$ cat config.mk
export PLATFORM = sky130hd
export DESIGN_NAME = console_line_editor
export DESIGN_NICKNAME = d
export VERILOG_FILES = /design/src/hw/rtl/clep_pkg.sv /design/src/hw/rtl/console_line_editor.sv /design/src/hw/rtl/clep_ram.sv /design/src/hw/rtl/clep_front.sv /design/src/hw/rtl/clep_queue.sv /design/src/hw/rtl/clep_back.sv
export SDC_FILE = /design/constraint.sdc
export NUM_CORES = 2
export LEC_CHECK = 0
export ABC_CLOCK_PERIOD_IN_PS = 6380
export BUFFER_PORTS_ARGS = -buffer_cell sky130_fd_sc_hd__buf_2
export CORE_UTILIZATION = 60
export CTS_BUF_LIST = sky130_fd_sc_hd__clkbuf_2 sky130_fd_sc_hd__clkbuf_4 sky130_fd_sc_hd__clkbuf_8
export DETAILED_ROUTE_END_ITERATION = 6
export PLACE_DENSITY = 0.76
export RECOVER_POWER = 25
export SLEW_MARGIN = 20
export SYNTH_ARGS = -nofsm -noshare
export SYNTH_HDL_FRONTEND = slang
export SYNTH_HIERARCHICAL = 1
export SYNTH_SLANG_ARGS = --single-unit
$ cat constraint.sdc
create_clock -name clk -period 6.38 [get_ports clk]
set_input_delay 0.638 -clock clk [delete_from_list [all_inputs] [get_ports clk]]
set_output_delay 0.638 -clock clk [all_outputs]
set_load 0.01 [all_outputs]
$ cat src/hw/rtl/clep_pkg.sv
// clep_pkg: shared types, constants and pointer helpers for the console line editor
// depends on nothing; imported by every module of the block except clep_ram
`default_nettype none

package clep_pkg;

  localparam int BUF_DEPTH = 128;
  localparam int ADDR_W    = $clog2(BUF_DEPTH);
  localparam int PTR_W     = $clog2(2 * BUF_DEPTH);
  localparam int CNT_W     = (PTR_W > 8) ? PTR_W : 8;

  localparam logic [PTR_W-1:0] PTR_MAX   = PTR_W'(2 * BUF_DEPTH - 1);
  localparam logic [PTR_W-1:0] PTR_DEPTH = PTR_W'(BUF_DEPTH);

  localparam logic [7:0] CH_NUL  = 8'h00;
  localparam logic [7:0] CH_EOF  = 8'h04;
  localparam logic [7:0] CH_BS   = 8'h08;
  localparam logic [7:0] CH_NL   = 8'h0A;
  localparam logic [7:0] CH_CR   = 8'h0D;
  localparam logic [7:0] CH_DUMP = 8'h10;
  localparam logic [7:0] CH_KILL = 8'h15;
  localparam logic [7:0] CH_DEL  = 8'h7F;

  localparam logic [2:0] RS_NONE      = 3'd0;
  localparam logic [2:0] RS_EMPTY     = 3'd1;
  localparam logic [2:0] RS_BYTE      = 3'd2;
  localparam logic [2:0] RS_NEWLINE   = 3'd3;
  localparam logic [2:0] RS_EOF_TAKEN = 3'd4;
  localparam logic [2:0] RS_EOF_KEPT  = 3'd5;

  typedef enum logic [2:0] {
    OP_NOP,
    OP_DUMP,
    OP_KILL,
    OP_ERASE,
    OP_STORE,
    OP_READ
  } op_t;

  // classified item passed from front to back
  typedef struct packed {
    op_t        op;
    logic [7:0] ch;
    logic       first;
  } item_t;

  typedef struct packed {
    logic       echo_valid;
    logic [7:0] echo_char;
    logic [7:0] erase_count;
    logic       line_ready;
    logic       dump_request;
    logic [2:0] read_status;
    logic [7:0] read_char;
  } res_t;

  function automatic logic [PTR_W-1:0] ptr_inc(input logic [PTR_W-1:0] p);
    return (p == PTR_MAX) ? '0 : p + PTR_W'(1);
  endfunction

  function automatic logic [PTR_W-1:0] ptr_dec(input logic [PTR_W-1:0] p);
    return (p == '0) ? PTR_MAX : p - PTR_W'(1);
  endfunction

  function automatic logic [ADDR_W-1:0] ptr_slot(input logic [PTR_W-1:0] p);
    logic [PTR_W-1:0] s;
    s = (p >= PTR_DEPTH) ? p - PTR_DEPTH : p;
    return s[ADDR_W-1:0];
  endfunction

  function automatic logic [PTR_W-1:0] ptr_dist(input logic [PTR_W-1:0] a,
                                                input logic [PTR_W-1:0] b);
    logic [PTR_W:0] d;
    d = (a >= b) ? {1'b0, a} - {1'b0, b}
                 : {1'b0, a} + (PTR_W+1)'(2 * BUF_DEPTH) - {1'b0, b};
    return d[PTR_W-1:0];
  endfunction

  function automatic logic [7:0] sat8(input logic [CNT_W-1:0] c);
    return (c > CNT_W'(255)) ? 8'hFF : c[7:0];
  endfunction

endpackage

`default_nettype wire

$ cat src/hw/rtl/console_line_editor.sv
// console_line_editor: top level of the canonical console line editor
// depends on clep_pkg, clep_front, clep_queue, clep_back (and clep_ram below it)
`default_nettype none

// Canonical terminal line editor. Every input item (a received character or
// a one-byte read request) gives exactly one result item. Received characters
// go into a 128-byte ring with read, commit and edit pointers; carriage return
// is stored and echoed as newline, NUL is ignored, and a character is dropped
// without echo while the ring is full. Backspace and delete erase one
// uncommitted character; control-U erases back to the last newline and
// reports the count, which the consumer turns into backspace, space,
// backspace per character. Newline, control-D or a full ring commits the
// line and raises line_ready. Control-P raises dump_request. A read pops one
// committed byte; control-D is consumed only when it is the first byte of
// a read call. Timing: a front register classifies each item and hands it
// through a two-entry queue to the back end, which owns the pointers and the
// line store ram (one port of each kind, registered read). In the back end a
// store, erase, dump or NUL finishes in the idle state, a read of a committed
// byte passes a read state to get the registered ram data, and control-U
// alternates an address state and a check state per erased character,
// since each step back needs one ram read before deciding to continue.
// An item passes the front register and a queue slot before it reaches the
// back end, and each result is registered before it is offered.
// The result register frees the back end as soon as a result is taken,
// and the queue lets new items enter while a result waits.

module console_line_editor import clep_pkg::*; (
  input  wire logic        clk,
  input  wire logic        rst_n,
  // input channel
  input  wire logic        in_tvalid,
  output logic             in_tready,
  input  wire logic [15:0] in_tdata,   // [7:0] rx_char, [8] read_first, rest zero
  input  wire logic        in_tuser,   // [0] req_type
  // result channel
  output logic             out_tvalid,
  input  wire logic        out_tready,
  output logic [31:0]      out_tdata,  // [7:0] echo_char, [15:8] erase_count,
                                       // [16] line_ready, [17] dump_request,
                                       // [25:18] read_char, rest zero
  output logic [3:0]       out_tuser   // [0] echo_valid, [3:1] read_status
);

  // front to queue
  logic  fq_valid, fq_ready;
  item_t fq_item;
  // queue to back
  logic  qb_valid, qb_ready;
  item_t qb_item;
  // back result
  res_t  res;

  clep_front u_front (
    .clk       (clk),
    .rst_n     (rst_n),
    .in_tvalid (in_tvalid),
    .in_tready (in_tready),
    .in_tdata  (in_tdata),
    .in_tuser  (in_tuser),
    .q_valid   (fq_valid),
    .q_ready   (fq_ready),
    .q_item    (fq_item)
  );

  clep_queue u_queue (
    .clk        (clk),
    .rst_n      (rst_n),
    .push_valid (fq_valid),
    .push_ready (fq_ready),
    .push_item  (fq_item),
    .pop_valid  (qb_valid),
    .pop_ready  (qb_ready),
    .pop_item   (qb_item)
  );

  clep_back u_back (
    .clk       (clk),
    .rst_n     (rst_n),
    .q_valid   (qb_valid),
    .q_ready   (qb_ready),
    .q_item    (qb_item),
    .res_valid (out_tvalid),
    .res_ready (out_tready),
    .res       (res)
  );

  // pack result fields, lowest field in lowest bits
  assign out_tdata = {6'd0, res.read_char, res.dump_request, res.line_ready,
                      res.erase_count, res.echo_char};
  assign out_tuser = {res.read_status, res.echo_valid};

endmodule

`default_nettype wire

$ cat src/hw/rtl/clep_ram.sv
// clep_ram: generic single write port ram with registered read
// depends on nothing
`default_nettype none

module clep_ram #(
  parameter int WIDTH = 8,
  parameter int DEPTH = 128
) (
  input  wire logic                     clk,
  input  wire logic                     we,
  input  wire logic [$clog2(DEPTH)-1:0] waddr,
  input  wire logic [WIDTH-1:0]         wdata,
  input  wire logic [$clog2(DEPTH)-1:0] raddr,
  output logic      [WIDTH-1:0]         rdata
);

  logic [WIDTH-1:0] mem_r [DEPTH];
  logic [WIDTH-1:0] rdata_r;

  always_ff @(posedge clk) begin
    if (we) begin
      mem_r[waddr] <= wdata;
    end
    rdata_r <= mem_r[raddr];
  end

  assign rdata = rdata_r;

endmodule

`default_nettype wire

$ cat src/hw/rtl/clep_front.sv
// clep_front: accepts input items and classifies them into editor operations
// depends on clep_pkg
`default_nettype none

module clep_front import clep_pkg::*; (
  input  wire logic        clk,
  input  wire logic        rst_n,
  input  wire logic        in_tvalid,
  output logic             in_tready,
  input  wire logic [15:0] in_tdata,
  input  wire logic        in_tuser,
  output logic             q_valid,
  input  wire logic        q_ready,
  output item_t            q_item
);

  logic  valid_r, valid_nxt;
  item_t item_r, item_nxt;
  logic  accept;

  function automatic item_t classify(input logic rd, input logic [7:0] c,
                                     input logic first);
    item_t it;
    it.ch    = c;
    it.first = first;
    if (rd) begin
      it.op = OP_READ;
    end else begin
      unique case (c) inside
        CH_NUL:          it.op = OP_NOP;
        CH_DUMP:         it.op = OP_DUMP;
        CH_KILL:         it.op = OP_KILL;
        CH_BS, CH_DEL:   it.op = OP_ERASE;
        CH_CR: begin
          it.op = OP_STORE;
          it.ch = CH_NL;
        end
        default:         it.op = OP_STORE;
      endcase
    end
    return it;
  endfunction

  assign in_tready = !valid_r || q_ready;
  assign accept    = in_tvalid && in_tready;

  always_comb begin
    valid_nxt = valid_r;
    item_nxt  = item_r;
    if (accept) begin
      valid_nxt = 1'b1;
      item_nxt  = classify(in_tuser, in_tdata[7:0], in_tdata[8]);
    end else if (q_ready) begin
      valid_nxt = 1'b0;
    end
  end

  always_ff @(posedge clk) begin
    if (!rst_n) begin
      valid_r <= 1'b0;
    end else begin
      valid_r <= valid_nxt;
    end
    item_r <= item_nxt;
  end

  assign q_valid = valid_r;
  assign q_item  = item_r;

endmodule

`default_nettype wire

$ cat src/hw/rtl/clep_queue.sv
// clep_queue: two-entry fifo of classified items between front and back
// depends on clep_pkg
`default_nettype none

module clep_queue import clep_pkg::*; (
  input  wire logic  clk,
  input  wire logic  rst_n,
  input  wire logic  push_valid,
  output logic       push_ready,
  input  wire item_t push_item,
  output logic       pop_valid,
  input  wire logic  pop_ready,
  output item_t      pop_item
);

  item_t      slot_r [2];
  logic       wr_r, wr_nxt;
  logic       rd_r, rd_nxt;
  logic [1:0] cnt_r, cnt_nxt;
  logic       push, pop;

  assign push_ready = (cnt_r != 2'd2);
  assign pop_valid  = (cnt_r != 2'd0);
  assign push       = push_valid && push_ready;
  assign pop        = pop_valid && pop_ready;
  assign pop_item   = slot_r[rd_r];

  always_comb begin
    wr_nxt  = push ? ~wr_r : wr_r;
    rd_nxt  = pop  ? ~rd_r : rd_r;
    cnt_nxt = cnt_r + 2'(push) - 2'(pop);
  end

  always_ff @(posedge clk) begin
    if (!rst_n) begin
      wr_r  <= 1'b0;
      rd_r  <= 1'b0;
      cnt_r <= 2'd0;
    end else begin
      wr_r  <= wr_nxt;
      rd_r  <= rd_nxt;
      cnt_r <= cnt_nxt;
    end
    if (push) begin
      slot_r[wr_r] <= push_item;
    end
  end

endmodule

`default_nettype wire

$ cat src/hw/rtl/clep_back.sv
// clep_back: executes editor operations on the line store and pointers
// depends on clep_pkg and clep_ram
`default_nettype none

module clep_back import clep_pkg::*; (
  input  wire logic clk,
  input  wire logic rst_n,
  input  wire logic q_valid,
  output logic      q_ready,
  input  wire item_t q_item,
  output logic      res_valid,
  input  wire logic res_ready,
  output res_t      res
);

  typedef enum logic [1:0] {
    ST_IDLE,
    ST_READ,
    ST_KILL_ADDR,
    ST_KILL_CHK
  } state_t;

  state_t           state_r, state_nxt;
  logic [PTR_W-1:0] read_r, read_nxt;
  logic [PTR_W-1:0] commit_r, commit_nxt;
  logic [PTR_W-1:0] edit_r, edit_nxt;
  logic [CNT_W-1:0] cnt_r, cnt_nxt;
  logic             first_r, first_nxt;
  logic             out_valid_r, out_valid_nxt;
  res_t             res_r, res_nxt;

  logic             out_free;
  logic             we;
  logic [ADDR_W-1:0] raddr;
  logic [7:0]       rdata;
  logic [PTR_W-1:0] edit_inc;
  res_t             r0;

  clep_ram #(.WIDTH(8), .DEPTH(BUF_DEPTH)) u_store (
    .clk   (clk),
    .we    (we),
    .waddr (ptr_slot(edit_r)),
    .wdata (q_item.ch),
    .raddr (raddr),
    .rdata (rdata)
  );

  assign out_free = !out_valid_r || res_ready;
  assign edit_inc = ptr_inc(edit_r);
  assign raddr    = (state_r == ST_KILL_ADDR) ? ptr_slot(ptr_dec(edit_r))
                                              : ptr_slot(read_r);

  always_comb begin
    state_nxt     = state_r;
    read_nxt      = read_r;
    commit_nxt    = commit_r;
    edit_nxt      = edit_r;
    cnt_nxt       = cnt_r;
    first_nxt     = first_r;
    out_valid_nxt = (out_valid_r && res_ready) ? 1'b0 : out_valid_r;
    res_nxt       = res_r;
    q_ready       = 1'b0;
    we            = 1'b0;
    r0            = '0;

    unique case (state_r)
      ST_IDLE: begin
        if (q_valid && out_free) begin
          q_ready = 1'b1;
          unique case (q_item.op)
            OP_NOP: begin
              res_nxt       = r0;
              out_valid_nxt = 1'b1;
            end
            OP_DUMP: begin
              r0.dump_request = 1'b1;
              res_nxt         = r0;
              out_valid_nxt   = 1'b1;
            end
            OP_ERASE: begin
              if (edit_r != commit_r) begin
                edit_nxt       = ptr_dec(edit_r);
                r0.erase_count = 8'd1;
              end
              res_nxt       = r0;
              out_valid_nxt = 1'b1;
            end
            OP_STORE: begin
              if (ptr_dist(edit_r, read_r) < PTR_DEPTH) begin
                we            = 1'b1;
                edit_nxt      = edit_inc;
                r0.echo_valid = 1'b1;
                r0.echo_char  = q_item.ch;
                if (q_item.ch == CH_NL || q_item.ch == CH_EOF ||
                    ptr_dist(edit_inc, read_r) == PTR_DEPTH) begin
                  commit_nxt    = edit_inc;
                  r0.line_ready = 1'b1;
                end
              end
              res_nxt       = r0;
              out_valid_nxt = 1'b1;
            end
            OP_KILL: begin
              cnt_nxt   = '0;
              state_nxt = ST_KILL_ADDR;
            end
            OP_READ: begin
              if (read_r == commit_r) begin
                r0.read_status = RS_EMPTY;
                res_nxt        = r0;
                out_valid_nxt  = 1'b1;
              end else begin
                first_nxt = q_item.first;
                state_nxt = ST_READ;
              end
            end
            default: begin
              res_nxt       = r0;
              out_valid_nxt = 1'b1;
            end
          endcase
        end
      end
      ST_READ: begin
        if (rdata == CH_EOF) begin
          if (first_r) begin
            read_nxt       = ptr_inc(read_r);
            r0.read_status = RS_EOF_TAKEN;
          end else begin
            r0.read_status = RS_EOF_KEPT;
          end
        end else begin
          read_nxt       = ptr_inc(read_r);
          r0.read_status = (rdata == CH_NL) ? RS_NEWLINE : RS_BYTE;
          r0.read_char   = rdata;
        end
        res_nxt       = r0;
        out_valid_nxt = 1'b1;
        state_nxt     = ST_IDLE;
      end
      ST_KILL_ADDR: begin
        if (edit_r == commit_r) begin
          r0.erase_count = sat8(cnt_r);
          res_nxt        = r0;
          out_valid_nxt  = 1'b1;
          state_nxt      = ST_IDLE;
        end else begin
          state_nxt = ST_KILL_CHK;
        end
      end
      ST_KILL_CHK: begin
        if (rdata == CH_NL) begin
          r0.erase_count = sat8(cnt_r);
          res_nxt        = r0;
          out_valid_nxt  = 1'b1;
          state_nxt      = ST_IDLE;
        end else begin
          edit_nxt  = ptr_dec(edit_r);
          cnt_nxt   = cnt_r + CNT_W'(1);
          state_nxt = ST_KILL_ADDR;
        end
      end
      default: begin
        state_nxt = ST_IDLE;
      end
    endcase
  end

  always_ff @(posedge clk) begin
    if (!rst_n) begin
      state_r     <= ST_IDLE;
      read_r      <= '0;
      commit_r    <= '0;
      edit_r      <= '0;
      out_valid_r <= 1'b0;
    end else begin
      state_r     <= state_nxt;
      read_r      <= read_nxt;
      commit_r    <= commit_nxt;
      edit_r      <= edit_nxt;
      out_valid_r <= out_valid_nxt;
    end
    cnt_r   <= cnt_nxt;
    first_r <= first_nxt;
    res_r   <= res_nxt;
  end

  assign res_valid = out_valid_r;
  assign res       = res_r;

endmodule

`default_nettype wire

==> tab_implementation.tex <==
\begin{tabular}{lr}
\hline
Metric & Value \\
\hline
\multicolumn{2}{l}{\textbf{Detailed routing}} \\
\quad Starting DRT DRC Count & around 2600 \\
\quad Wire length per cell after detailed routing & approximately 28 µm \\
\quad Total Wirelength & about 100 mm \\
\quad Via-per-instance ratio & roughly 6.5 \\
\quad Total DRC errors in the routed layout & 0 \\
\quad First-pass iteration count of the detailed router & 5 \\
\quad Routed via count & about 23000 \\
\quad Routed Antenna Nets & 0 \\
\multicolumn{2}{l}{\textbf{Global route}} \\
\quad Residual overflow from global routing & 0 \\
\quad Largest net degree at the start of global routing & approximately 110 \\
\quad Initial antenna violation count & 2 \\
\quad Number of global-route vias before repair & between 20000 and 25000 \\
\quad Wire length of the first global-routing pass & between 100 and 150 mm \\
\quad Total Routing Usage GR & 26.4\% \\
\multicolumn{2}{l}{\textbf{Logic synthesis}} \\
\quad Sequential element share of the synthesized area & 73.7\% \\
\quad Mapped Avg Cell Area & between 20 and 25 µm² \\
\quad Number of unique standard cell types used by synthesis & 74 \\
\quad Dominant synthesized flop cell & edfxtp\_1 \\
\quad Post-synthesis cell count & 2244 \\
\quad Ys async rst share & 0\% \\
\quad Synth Register Bits & about 1100 \\
\quad Total number of yosys warnings & 6 \\
\quad Mapped Area & around 0.046 mm² \\
\quad Number of enable-type register cells in the synthesized netlist & between 1000 and 1500 \\
\multicolumn{2}{l}{\textbf{STA}} \\
\quad Slew margin rel. & -65.1\% \\
\quad Number of slew-limit violations in the final report & about 320 \\
\quad Count of endpoints failing hold in the final timing report & 0 \\
\quad Final setup vio count & 0 \\
\quad Final sum of negative setup slack & 0 ns \\
\quad Tmin final & about 5.1 ns \\
\quad Worst Tran Pin Value & 2.48 ns \\
\quad RSZ-0062 raised after global routing & false \\
\quad Fraction of the cycle the final worst path needs & a little over 80\% \\
\quad Worst clock skew on the final layout & roughly 0.036 ns \\
\quad Highest Clock Rate & 195 MHz \\
\multicolumn{2}{l}{\textbf{Clocking}} \\
\quad Clock Path Buffers & 3 \\
\quad Clk Tree Root Cell & clkbuf\_8 \\
\quad H-tree depth reported by CTS & 4 \\
\quad Inserted Clock Buffers & roughly 180 \\
\quad Latest clock arrival within the worst-skew pair & around 0.82 ns \\
\quad Post-cts resize count & 0 \\
\quad Number of sinks on the clock net & approximately 1100 \\
\quad Clock transition at the registers of the reported paths & around 0.06 ns \\
\quad Clock tree from TritonCTS & done \\
\multicolumn{2}{l}{\textbf{Flow run}} \\
\quad Max-capacitance violation count & 5 \\
\multicolumn{2}{l}{\textbf{Power}} \\
\quad Power Density & around 350 mW/mm² \\
\quad Internal portion of total power & between 10000 and 15000 µW \\
\quad Leakage power of the design & about 0.015 µW \\
\quad Post-route total power & 17900 µW \\
\quad Net switching component of the power & slightly below 5000 µW \\
\quad Max VDD drop & between 0.15 and 0.2 mV \\
\quad Share of total power in combinational logic & 16.4\% \\
\quad Sw frac & 27.0\% \\
\quad Share of total power in the clock network & 32.8\% \\
\quad Share of power burned in registers & between 50 and 60\% \\
\multicolumn{2}{l}{\textbf{Final layout}} \\
\quad Area growth, synth to finish & 10.4\% \\
\quad Ratio of cells with drive above 1 in the final layout & between 20 and 30\% \\
\quad Final cell count without fillers & roughly 3500 \\
\quad Leading cell type in the layout, fill and taps excluded & edfxtp\_1 \\
\quad Commonest non-fill, non-tap cells in the layout & 1099 x edfxtp\_1, 336 x mux4\_2, 182 x nor2\_1, 177 x clkbuf\_8, 62 x nand2\_1 \\
\quad Net count of the finished layout & about 2400 \\
\quad Summed area of non-filler cells in the final layout & approximately 0.05 mm² \\
\multicolumn{2}{l}{\textbf{Critical path}} \\
\quad Required @ worst endpoint & 7.07 ns \\
\quad CP Launch Point & u\_back/edit\_r[2]\$\_SDFFE\_PN0P\_ \\
\quad Number of cells on the worst reg-to-reg path & 10 \\
\quad Crit path arrival time & between 5 and 6 ns \\
\quad Type of the worst setup path & reg2reg \\
\quad Setup slack, reg-to-reg & $\sim$1.2 ns \\
\quad Maximum net fanout on the critical path & 89 \\
\quad End of the worst register-to-register path & u\_back/u\_store/rdata[0]\$\_DFF\_P\_ \\
\quad Reg2reg start & u\_back/edit\_r[2]\$\_SDFFE\_PN0P\_ \\
\quad Kind of end point of the critical path & flip-flop \\
\quad Sort of element at the start of the critical path & flip-flop \\
\multicolumn{2}{l}{\textbf{Hold path}} \\
\quad Worst Hold Launch & in\_tvalid \\
\quad Min-Delay Path Depth & 3 \\
\quad Worst min-delay path class & in2reg \\
\quad Terminating pin of the worst hold path & u\_front/q\_valid\$\_SDFFE\_PN0P\_ \\
\multicolumn{2}{l}{\textbf{Place}} \\
\quad Routability cong. & 0.865 \\
\quad Sum of net half-perimeters after detailed placement & 59.9 mm \\
\quad Placed inst area & 0.0473 mm² \\
\quad I/O Buffers & 45 \\
\quad Placed cell count & 3199 \\
\multicolumn{2}{l}{\textbf{Floorplanning}} \\
\quad Die Footprint & 0.0775 mm² \\
\quad Placeable core region & between 0.07 and 0.08 mm² \\
\quad I/O pin count & 59 \\
\quad Die span in x & $\sim$280 µm \\
\quad Die Ht & roughly 280 µm \\
\quad Number of rows in the core area & around 100 \\
\quad Effective utilization at floorplan & 60.5\% \\
\multicolumn{2}{l}{\textbf{Status}} \\
\quad Violations in the final reports & max-capacitance violations, max-slew violations \\
\quad Status & finished, violations left \\
\hline
\end{tabular}
sequential cells by signal, indices dropped and copies added, names as in the netlist, 2 cells and up, named ones only:
signal / flops
u_queue/cnt_r: 2
u_back/edit_r: 8
u_front/q_item: 12
u_back/cnt_r: 8
u_back/res: 30
u_back/read_r: 8
u_queue/slot_r: 24
u_back/u_store/mem_r: 1024
u_back/state_r: 2
u_back/u_store/rdata: 8
u_back/commit_r: 8
how the worst max path moves through the flow:
stage                                                 end  slack (ns)  cells past startpoint
after global placement    u_back/u_store/rdata[2]$_DFF_P_        1.40                     10
after global routing      u_back/u_store/rdata[7]$_DFF_P_        1.00                     10
final                     u_back/u_store/rdata[0]$_DFF_P_        1.24                     10
after floorplan           u_back/u_store/rdata[0]$_DFF_P_        2.27                     12
after detailed placement  u_back/u_store/rdata[7]$_DFF_P_        1.30                     10
after CTS                 u_back/u_store/rdata[0]$_DFF_P_        1.25                     10
synthesized netlist by cell type (18+ instances only):
library cell | number | area share (%)
a21oi_1 | 23 | 0.25
and2_1 | 29 | 0.40
buf_1 | 19 | 0.16
buf_2 | 23 | 0.25
buf_4 | 20 | 0.33
clkbuf_1 | 59 | 0.48
dfxtp_1 | 41 | 1.8
edfxtp_1 | 1099 | 72
ha_1 | 23 | 0.63
inv_1 | 22 | 0.18
mux2_2 | 20 | 0.49
mux4_2 | 336 | 16
nand2_1 | 62 | 0.51
nand3_1 | 35 | 0.38
nor2_1 | 182 | 1.5
nor2b_1 | 18 | 0.25
nor3_1 | 19 | 0.21
o21ai_0 | 25 | 0.27
xnor2_1 | 25 | 0.48
xor2_1 | 18 | 0.34
layer usage:
layer | vias to the layer above | track usage [%] | part of all wire, %
met4 | 0 | 9.04 | 2.9
met2 | 1171 | 41.8 | 49
met5 | - | 0 | 0
met3 | 170 | 5.51 | 8.9
li1 | 9520 | - | -
met1 | 12000 | 37.2 | 39
per-stage QoR:
stage	hold slack (ns)	utilization (%)	worst slack (ns)
after global placement	0.429	62.4	1.40
final	0.109	66.8	1.24
after global routing	0.0801	66.8	1.00
after detailed placement	0.435	62.4	1.30
after floorplan	0.421	-	2.27
after CTS	0.00545	66.9	1.25
kinds of logic after synthesis:
kind of cell	count (synthesis)	share of synthesized area, %
AO/OA/AOI/OAI	100	1.48
XOR/XNOR	43	0.821
adder cells (fa/ha/maj)	25	0.715
buffers and inverters	148	1.52
flip-flops	1140	73.7
multiplexers	371	17.3
other	1	0.00818
AND/OR/NAND/NOR	416	4.39
power groups by stage:
stage / Combinational (µW) / Sequential (µW) / Clock [µW]
after floorplan: 1930 / 9240 / 0
final: 2930 / 9100 / 5870
after global routing: 3140 / 9120 / 6290
after detailed placement: 2960 / 9230 / 0
after global placement: 2840 / 9210 / 0
after CTS: 2970 / 9080 / 5990
cell type report:
cell class / count / area [µm²]
sequential: 1140 / 33800
timing repair buffer: 101 / 692
inverter: 22 / 82.6
multi-input combinational: 961 / 11400
tap: 978 / 1220
fill: 4779 / 25200
antenna: 1 / 2.50
clock buffer: 233 / 2860
clock inverter: 75 / 524
critical path: stages, from the launching register on:
cell and delay, ns:
dfxtp_1 0.60, nor3_1 0.35, nand2b_1 0.17, nor4b_2 0.68, nor2_1 0.16, o21ai_4 0.32
buf_12 0.58, mux4_2 0.65, mux4_2 0.54, mux4_2 0.53, mux2_2 0.30
what timing repair did:
item	4_1_cts	5_1_grt
hold buffers	3	0
setup buffers	0	0
endpoints found under the hold margin	3	0
Note: power is estimated with default switching activity, not from simulation.
